**src/hw/rtl/spf_pkg.sv**
```systemverilog
package spf_pkg;

    localparam int VAL_W     = 13;
    localparam int MAX_VALUE = 8191;
    localparam int FAC_W     = 7;
    localparam int TBL_DEPTH = (MAX_VALUE >> 1) + 1;
    localparam int TBL_AW    = $clog2(TBL_DEPTH);
    localparam int SQ_W      = 2 * FAC_W;
    localparam int SLOTS     = 64;
    localparam int SLOT_AW   = $clog2(SLOTS);
    localparam int CNT_W     = SLOT_AW + 1;
    localparam int DIV_CW    = $clog2(VAL_W);

    localparam logic OP_BUILD = 1'b0;
    localparam logic OP_QUERY = 1'b1;

    typedef struct packed {
        logic             opcode;
        logic [VAL_W-1:0] query_value;
    } t_in_word;

    typedef struct packed {
        logic [VAL_W-1:0] divisor;
        logic             last;
        logic             error;
    } t_out_word;

    typedef struct packed {
        logic             start;
        logic [VAL_W-1:0] dividend;
        logic [VAL_W-1:0] divisor;
    } t_div_req;

    typedef struct packed {
        logic             done;
        logic [VAL_W-1:0] quot;
        logic [VAL_W-1:0] rem;
    } t_div_rsp;

    typedef struct packed {
        logic              rd;
        logic [TBL_AW-1:0] addr;
    } t_look_req;

    typedef enum logic [1:0] {
        T_IDLE,
        T_BUILD,
        T_QUERY,
        T_RESP
    } t_top_state;

    typedef enum logic [2:0] {
        S_IDLE,
        S_CLR,
        S_P_SQ,
        S_P_TEST,
        S_P_CHK,
        S_M_TEST,
        S_M_CHK,
        S_DONE
    } t_sieve_state;

    typedef enum logic [3:0] {
        E_IDLE,
        E_CHECK,
        E_LOOK,
        E_DIV,
        E_DIV_WAIT,
        E_POW,
        E_APP_RD,
        E_APP_MUL,
        E_APP_WR,
        E_AFTER,
        E_EMIT_RD,
        E_EMIT
    } t_enum_state;

endpackage

```
**src/hw/rtl/spf_div.sv**
```systemverilog
module spf_div (
    input  logic              i_clk,
    input  logic              i_rst_n,
    input  spf_pkg::t_div_req i_req,
    output spf_pkg::t_div_rsp o_rsp
);
    import spf_pkg::*;

    logic              r_busy;
    logic              r_done;
    logic [DIV_CW-1:0] r_cnt;
    logic [VAL_W-1:0]  r_acc;
    logic [VAL_W-1:0]  r_quo;
    logic [VAL_W-1:0]  r_dvs;

    logic [VAL_W:0] shifted;
    logic [VAL_W:0] diff;
    logic           take;

    // one restoring step per cycle
    always_comb begin
        shifted = {r_acc, r_quo[VAL_W-1]};
        take    = shifted >= {1'b0, r_dvs};
        diff    = shifted - {1'b0, r_dvs};
    end

    always_ff @(posedge i_clk) begin
        if (!i_rst_n) begin
            r_busy <= 1'b0;
            r_done <= 1'b0;
            r_cnt  <= '0;
        end else begin
            r_done <= 1'b0;
            if (i_req.start) begin
                r_busy <= 1'b1;
                r_cnt  <= '0;
                r_acc  <= '0;
                r_quo  <= i_req.dividend;
                r_dvs  <= i_req.divisor;
            end else if (r_busy) begin
                r_acc <= take ? diff[VAL_W-1:0] : shifted[VAL_W-1:0];
                r_quo <= {r_quo[VAL_W-2:0], take};
                r_cnt <= r_cnt + DIV_CW'(1);
                if (r_cnt == DIV_CW'(VAL_W - 1)) begin
                    r_busy <= 1'b0;
                    r_done <= 1'b1;
                end
            end
        end
    end

    assign o_rsp.done = r_done;
    assign o_rsp.quot = r_quo;
    assign o_rsp.rem  = r_acc;

endmodule

```
**src/hw/rtl/spf_enum.sv**
```systemverilog
module spf_enum (
    input  logic                       i_clk,
    input  logic                       i_rst_n,
    input  logic                       i_start,
    input  logic [spf_pkg::VAL_W-1:0]  i_value,
    output spf_pkg::t_look_req         o_look,
    input  logic [spf_pkg::FAC_W-1:0]  i_fac,
    output logic                       o_res_valid,
    output spf_pkg::t_out_word         o_res_word,
    input  logic                       i_res_ready,
    output logic                       o_done
);
    import spf_pkg::*;

    logic [VAL_W-1:0] mem [SLOTS];

    t_enum_state r_state;
    t_enum_state n_state;

    logic [VAL_W-1:0] r_rem;
    logic [VAL_W-1:0] r_p;
    logic [VAL_W-1:0] r_power;
    logic [VAL_W-1:0] r_prod;
    logic [VAL_W-1:0] r_rd;
    logic [CNT_W-1:0] r_count;
    logic [CNT_W-1:0] r_base;
    logic [CNT_W-1:0] r_i;
    logic [CNT_W-1:0] r_k;
    logic             r_first;

    t_div_req div_req;
    t_div_rsp div_rsp;

    logic               rd_en;
    logic [SLOT_AW-1:0] rd_addr;
    logic               wr_en;
    logic [SLOT_AW-1:0] wr_addr;
    logic [VAL_W-1:0]   wr_data;

    logic [VAL_W-1:0]   mul_a;
    logic [2*VAL_W-1:0] mul_full;
    logic [VAL_W-1:0]   mul_lo;
    logic               has_room;
    logic               div_accept;
    logic               is_last;
    logic [VAL_W-1:0]   look_p;
    logic [CNT_W-1:0]   i_inc;

    spf_div u_div (
        .i_clk   (i_clk),
        .i_rst_n (i_rst_n),
        .i_req   (div_req),
        .o_rsp   (div_rsp)
    );

    always_comb begin
        mul_a      = (r_state == E_POW) ? r_p : r_rd;
        mul_full   = mul_a * r_power;
        mul_lo     = mul_full[VAL_W-1:0];
        has_room   = (r_count < CNT_W'(SLOTS));
        div_accept = r_first || (div_rsp.rem == '0);
        is_last    = ((r_k + CNT_W'(1)) == r_count);
        look_p     = (i_fac < FAC_W'(2)) ? r_rem : VAL_W'(i_fac);
        i_inc      = r_i + CNT_W'(1);
    end

    always_comb begin
        n_state = r_state;
        case (r_state)
            E_IDLE:     if (i_start) n_state = E_CHECK;
            E_CHECK: begin
                if (r_rem > VAL_W'(1)) begin
                    n_state = r_rem[0] ? E_LOOK : E_DIV;
                end else begin
                    n_state = E_EMIT_RD;
                end
            end
            E_LOOK:     n_state = E_DIV;
            E_DIV:      n_state = E_DIV_WAIT;
            E_DIV_WAIT: begin
                if (div_rsp.done) begin
                    n_state = div_accept ? E_POW : E_CHECK;
                end
            end
            E_POW:      n_state = E_APP_RD;
            E_APP_RD:   n_state = E_APP_MUL;
            E_APP_MUL:  n_state = E_APP_WR;
            E_APP_WR:   n_state = (i_inc == r_base) ? E_AFTER : E_APP_RD;
            E_AFTER:    n_state = (r_rem > VAL_W'(1)) ? E_DIV : E_CHECK;
            E_EMIT_RD:  n_state = E_EMIT;
            E_EMIT: begin
                if (i_res_ready) begin
                    n_state = is_last ? E_IDLE : E_EMIT_RD;
                end
            end
            default:    n_state = E_IDLE;
        endcase
    end

    always_comb begin
        rd_en            = 1'b0;
        rd_addr          = r_i[SLOT_AW-1:0];
        wr_en            = 1'b0;
        wr_addr          = r_count[SLOT_AW-1:0];
        wr_data          = r_prod;
        o_look.rd        = 1'b0;
        o_look.addr      = r_rem[TBL_AW:1];
        div_req.start    = 1'b0;
        div_req.dividend = r_rem;
        div_req.divisor  = r_p;
        o_res_valid      = 1'b0;
        o_res_word       = '{divisor: r_rd, last: is_last, error: 1'b0};
        o_done           = 1'b0;
        case (r_state)
            E_IDLE: begin
                wr_en   = i_start;
                wr_addr = '0;
                wr_data = VAL_W'(1);
            end
            E_CHECK: begin
                o_look.rd = (r_rem > VAL_W'(1)) && r_rem[0];
            end
            E_DIV: begin
                div_req.start = 1'b1;
            end
            E_APP_RD: begin
                rd_en = 1'b1;
            end
            E_APP_WR: begin
                wr_en = has_room;
            end
            E_EMIT_RD: begin
                rd_en   = 1'b1;
                rd_addr = r_k[SLOT_AW-1:0];
            end
            E_EMIT: begin
                o_res_valid = 1'b1;
                o_done      = i_res_ready && is_last;
            end
            default: begin
                rd_en = 1'b0;
            end
        endcase
    end

    always_ff @(posedge i_clk) begin
        if (wr_en) begin
            mem[wr_addr] <= wr_data;
        end
        if (rd_en) begin
            r_rd <= mem[rd_addr];
        end
    end

    always_ff @(posedge i_clk) begin
        if (!i_rst_n) begin
            r_state <= E_IDLE;
        end else begin
            r_state <= n_state;
        end
    end

    always_ff @(posedge i_clk) begin
        case (r_state)
            E_IDLE: begin
                r_rem   <= i_value;
                r_count <= CNT_W'(1);
                r_k     <= '0;
            end
            E_CHECK: begin
                r_p     <= VAL_W'(2);
                r_power <= VAL_W'(1);
                r_base  <= r_count;
                r_first <= 1'b1;
            end
            E_LOOK: begin
                r_p <= look_p;
            end
            E_DIV_WAIT: begin
                if (div_rsp.done && div_accept) begin
                    r_rem <= div_rsp.quot;
                end
            end
            E_POW: begin
                r_power <= mul_lo;
                r_i     <= '0;
            end
            E_APP_MUL: begin
                r_prod <= mul_lo;
            end
            E_APP_WR: begin
                r_i <= i_inc;
                if (has_room) begin
                    r_count <= r_count + CNT_W'(1);
                end
            end
            E_AFTER: begin
                r_first <= 1'b0;
            end
            E_EMIT: begin
                if (i_res_ready) begin
                    r_k <= r_k + CNT_W'(1);
                end
            end
            default: begin
                r_rem <= r_rem;
            end
        endcase
    end

endmodule

```
**config.mk**
```make
export PLATFORM = sky130hd
export DESIGN_NAME = spf_enum
export DESIGN_NICKNAME = d
export VERILOG_FILES = /design/src/hw/rtl/spf_pkg.sv /design/src/hw/rtl/spf_div.sv /design/src/hw/rtl/spf_enum.sv
export SDC_FILE = /design/constraint.sdc
export NUM_CORES = 1
export LEC_CHECK = 0
export ABC_AREA = 1
export BUFFER_PORTS_ARGS = -buffer_cell sky130_fd_sc_hd__buf_2
export CAP_MARGIN = 25
export CORE_UTILIZATION = 35
export DETAILED_ROUTE_END_ITERATION = 7
export GPL_TIMING_DRIVEN = 0
export PLACE_DENSITY = 0.56
export SKIP_LAST_GASP = 1
export SLEW_MARGIN = 20
export SYNTH_ARGS = -nofsm -noshare
export SYNTH_HDL_FRONTEND = slang
export SYNTH_SLANG_ARGS = --single-unit
```
**constraint.sdc**
```tcl
create_clock -name i_clk -period 5.25 [get_ports i_clk]
set_input_delay 0 -clock i_clk [delete_from_list [all_inputs] [get_ports i_clk]]
set_output_delay 0 -clock i_clk [all_outputs]
set_load 0.01 [all_outputs]
```
==> impl_results.md <==
- #FFs+latches synth: just under 1000
- TNS Setup: 0 ns
- Sequential area share after synthesis: 0.6819
- Fin. max-slew vios: 0
- RSZ-0062 raised after global routing: true
- Library cells used by synthesis: 45
- First-pass GRT wire length: just over 200000 µm
- Portion of netlist area occupied by mux cells: 0
- Height of the die: approximately 350 µm
- Warnings, synthesis: 0
- Post-synthesis adder-cell area fraction: 0.03813
- Vias in the first global route: 29130
- Router iterations before antenna repair: 6
- Compound-Gate Fraction of Synth Area: 0.1237
- Most frequent cells in the layout: edfxtp_1 (965), o21ai_0 (450), nor2_1 (433)
- Synth area leaders: edfxtp_1 (68%), o21ai_0 (5.3%), nor2_1 (4.5%)
- R2r setup slk: 0.01 ns
- GR Overflow Total: 0
- Initial antenna violation count: 4
- Startpoint types: register
- Hold endpoint: r_rem[12]
- Final min period: around 5.2 ns
- CP max stage cell: fa_1
- Layout area overhead: 18.19%
- Status: finished, final reports clean
- WL final: 142500 µm
- PortBufs: 52
- Largest family of logic cells by synthesized area: compound AO/OA/AOI/OAI gates
- Element type at the critical path end: register
- Site Rows: 127
- Worst Reg-to-Reg Cells: 27
- Max_slew headroom: 0.1768
- Worst path required time: about 5.7 ns
- Setup CP Type: reg2reg
- HP Class: in2reg
- Ant. Diodes: 0
- Routed len/inst: 25.91 µm
- Hold Fails Final Rpt: 0
- Gpl congestion: 0.9740
- Critical path peak fanout: 6
- Share of the synthesized area in the top cell type: 0.6772
- Die ar.: approximately 0.12 mm²
- Crit path buffers/inverters: 7
- # clock sinks: between 900 and 1000
- Layout Nets: between 3000 and 4000
- Initial drt markers: ~4000
- CTS Root Cell: clkbuf_16
- Most frequent cell on the critical path: fa_1
- Post-synthesis cell area: 0.04279 mm²
- Num CTS Buffers: 100
- Power per Cell Area: 391.4 mW/mm²
- H-tree depth: 3
- Largest net degree at the start of global routing: 65
- Clock Pin Slew Worst Setup and Hold Paths: 0.07 ns
- Clock Path Buffers: 3
- Post-synthesis cell count: roughly 3500
- FF-to-FF Start: r_state[1]
- CP top delay family: adder cells
- Tcrit/Tclk final: 0.9977
- Hold Path Cell Cnt: 4
- Worst EP arrival: 5.67 ns
- Leak pwr: 17.60 nW
- Routed Antenna Nets: 0
- Post-synthesis average cell area: between 10 and 15 µm²
- Core Region: around 0.12 mm²
- Tot Pwr: 19.79 mW
- Die width: 351.7 µm
- FF-to-FF End: r_prod[12]
- Max Freq: 190.9 MHz
- I/O pin count: 54
- Synth Area in Simple Gates: 0.09983
- Detail Placement HPWL: roughly 100000 µm
- Via/cell ratio: approximately 5.5
- Final setup vio count: 0
- Worst-skew pair later-pin latency: 0.68 ns
- Clk_skew: 0.04139 ns
- Maxcap violations: 0
- Commonest non-fill, non-tap cell in the layout: edfxtp_1
- Final hold slack: 0.1460 ns
- VDD IR max: 0.0003133 V
- XOR/XNOR share of the synthesized area: 0.006550
- CTS tree: done
- Slowest stage delay, CP: ~0.56 ns
- Vias: 30330
- Post-synth net total: around 3700
- Least-Margin Pin Slew: 1.235 ns
- Synth area leader: edfxtp_1
- DR DRC count: 0
- Layout cell share with drive strength beyond 1: 0.1442
- Hold wc startpoint: i_value[12]
- Total track usage: 0.2277
- Initial Utilization: 0.3548
-- power breakdown --
| part | total [mW] | switching [mW] | internal [mW] | leakage [nW] |
|---|---|---|---|---|
| sequential | 9.23 | 0.130 | 9.10 | 8.93 |
| combinational | 3.32 | 2.20 | 1.12 | 7.06 |
| clock | 7.25 | 3.12 | 4.13 | 1.61 |
| total | 19.8 | 5.44 | 14.3 | 17.6 |
-- Yosys cell counts (all sizes together) --
| cell type | instances |
|---|---|
| a21o | 4 |
| nand4 | 19 |
| nand3 | 180 |
| fa | 49 |
| a31oi | 2 |
| or2 | 16 |
| nor2 | 519 |
| dfxtp | 10 |
| xnor2 | 12 |
| a211oi | 1 |
| inv | 290 |
| ha | 52 |
| a221oi | 1 |
| a31o | 1 |
| conb | 1 |
| edfxtp | 965 |
| o21a | 1 |
| nand2 | 283 |
| clkinv | 4 |
| nor4 | 3 |
| clkbuf | 113 |
| xor2 | 20 |
| o211ai | 171 |
| nor3b | 2 |
| o221ai | 50 |
| o22ai | 69 |
| o21bai | 53 |
| nand3b | 3 |
| o21ai | 494 |
| buf | 97 |
| a21oi | 36 |
| nor3 | 13 |
-- cell type report --
class	count	area (µm²)
well taps	1612	2017
flip-flops and latches	975	29190
fillers	11270	70030
clock buffers	127	2688
plain buffers	209	1041
clock inverters	60	614.3
repair buffers	170	1932
inverters	294	1117
multi-input cells	2055	11970
-- layer usage --
layer	track usage	share of wire
met1	0.2944	0.40
met2	0.3594	0.45
met3	0.05723	0.10
met4	0.1037	0.049
met5	0	0.000091
-- registers in the layout, indices dropped and copies added (netlist names), 13 cells and up --
name	count
r_prod	13
r_power	13
u_div.r_acc	13
r_rd	13
u_div.r_quo	13
mem	832
r_rem	13
u_div.r_dvs	13
r_p	13
-- timing repair --
| item | CTS | global route |
|---|---|---|
| endpoints found under the setup margin | 8 | 6 |
| pin swaps | 5 | 33 |
| resized for setup | 38 | 47 |
| buffers inserted | 11 | 8 |
| endpoints found under the hold margin | 35 | 0 |
| cloned | 0 | 1 |
| hold buffers | 28 | 0 |
-- kinds of logic (layout without fill, tap and decap cells) --
kind of cell    count (synthesis)  after routing
simple gates                 1038           1038
flops                         975            975
compound gates                883            883
buf+inv                       504            860
fa+ha+maj                     101            101
xor+xnor                       32             32
other cells                     1              1
-- stage by stage --
| stage | setup slack [ns] | utilization | instances | area, µm² |
|---|---|---|---|---|
| after floorplan | 0.2772 | - | 3534 | 42790 |
| after global placement | -1.537 | 0.3737 | 5198 | 45070 |
| after detailed placement | -0.5666 | 0.3861 | 5268 | 46560 |
| after CTS | 0.0004472 | 0.4174 | 5494 | 50340 |
| after global routing | -0.1931 | 0.4193 | 5502 | 50570 |
| final | 0.01204 | 0.4193 | 5502 | 50570 |
-- worst max-delay path by stage --
| stage | from | endpoint | depth (start not counted) |
|---|---|---|---|
| 5_1_grt | r_state[2] | r_power[12] | 30 |
| 4_1_cts | r_state[2] | r_prod[12] | 29 |
| 3_5_place_dp | r_state[2] | r_power[12] | 26 |
| 6_report | r_state[1] | r_prod[12] | 27 |
| 3_3_place_gp | r_state[3] | mem[26][7] | 6 |
| 2_1_floorplan | r_state[3] | r_power[12] | 27 |
-- worst register-to-register path: stages, from the launching register on --
cell and delay (ns):
dfxtp_4 0.37, inv_2 0.07, nand2_4 0.06, nor2_4 0.20
nand2_2 0.11, nand2_4 0.10, nor2_2 0.05, fa_1 0.55
inv_2 0.04, fa_1 0.53, inv_1 0.06, fa_1 0.49
inv_2 0.04, fa_1 0.50, fa_1 0.56, inv_2 0.05
ha_4 0.22, a21oi_2 0.13, o21bai_1 0.10, nand2_1 0.10
nand2_2 0.07, a21o_1 0.17, nand2_1 0.07, nand2_2 0.08
inv_1 0.06, nand2_1 0.06, nand2_2 0.10, inv_1 0.06
(Power assumes the default switching activity.)
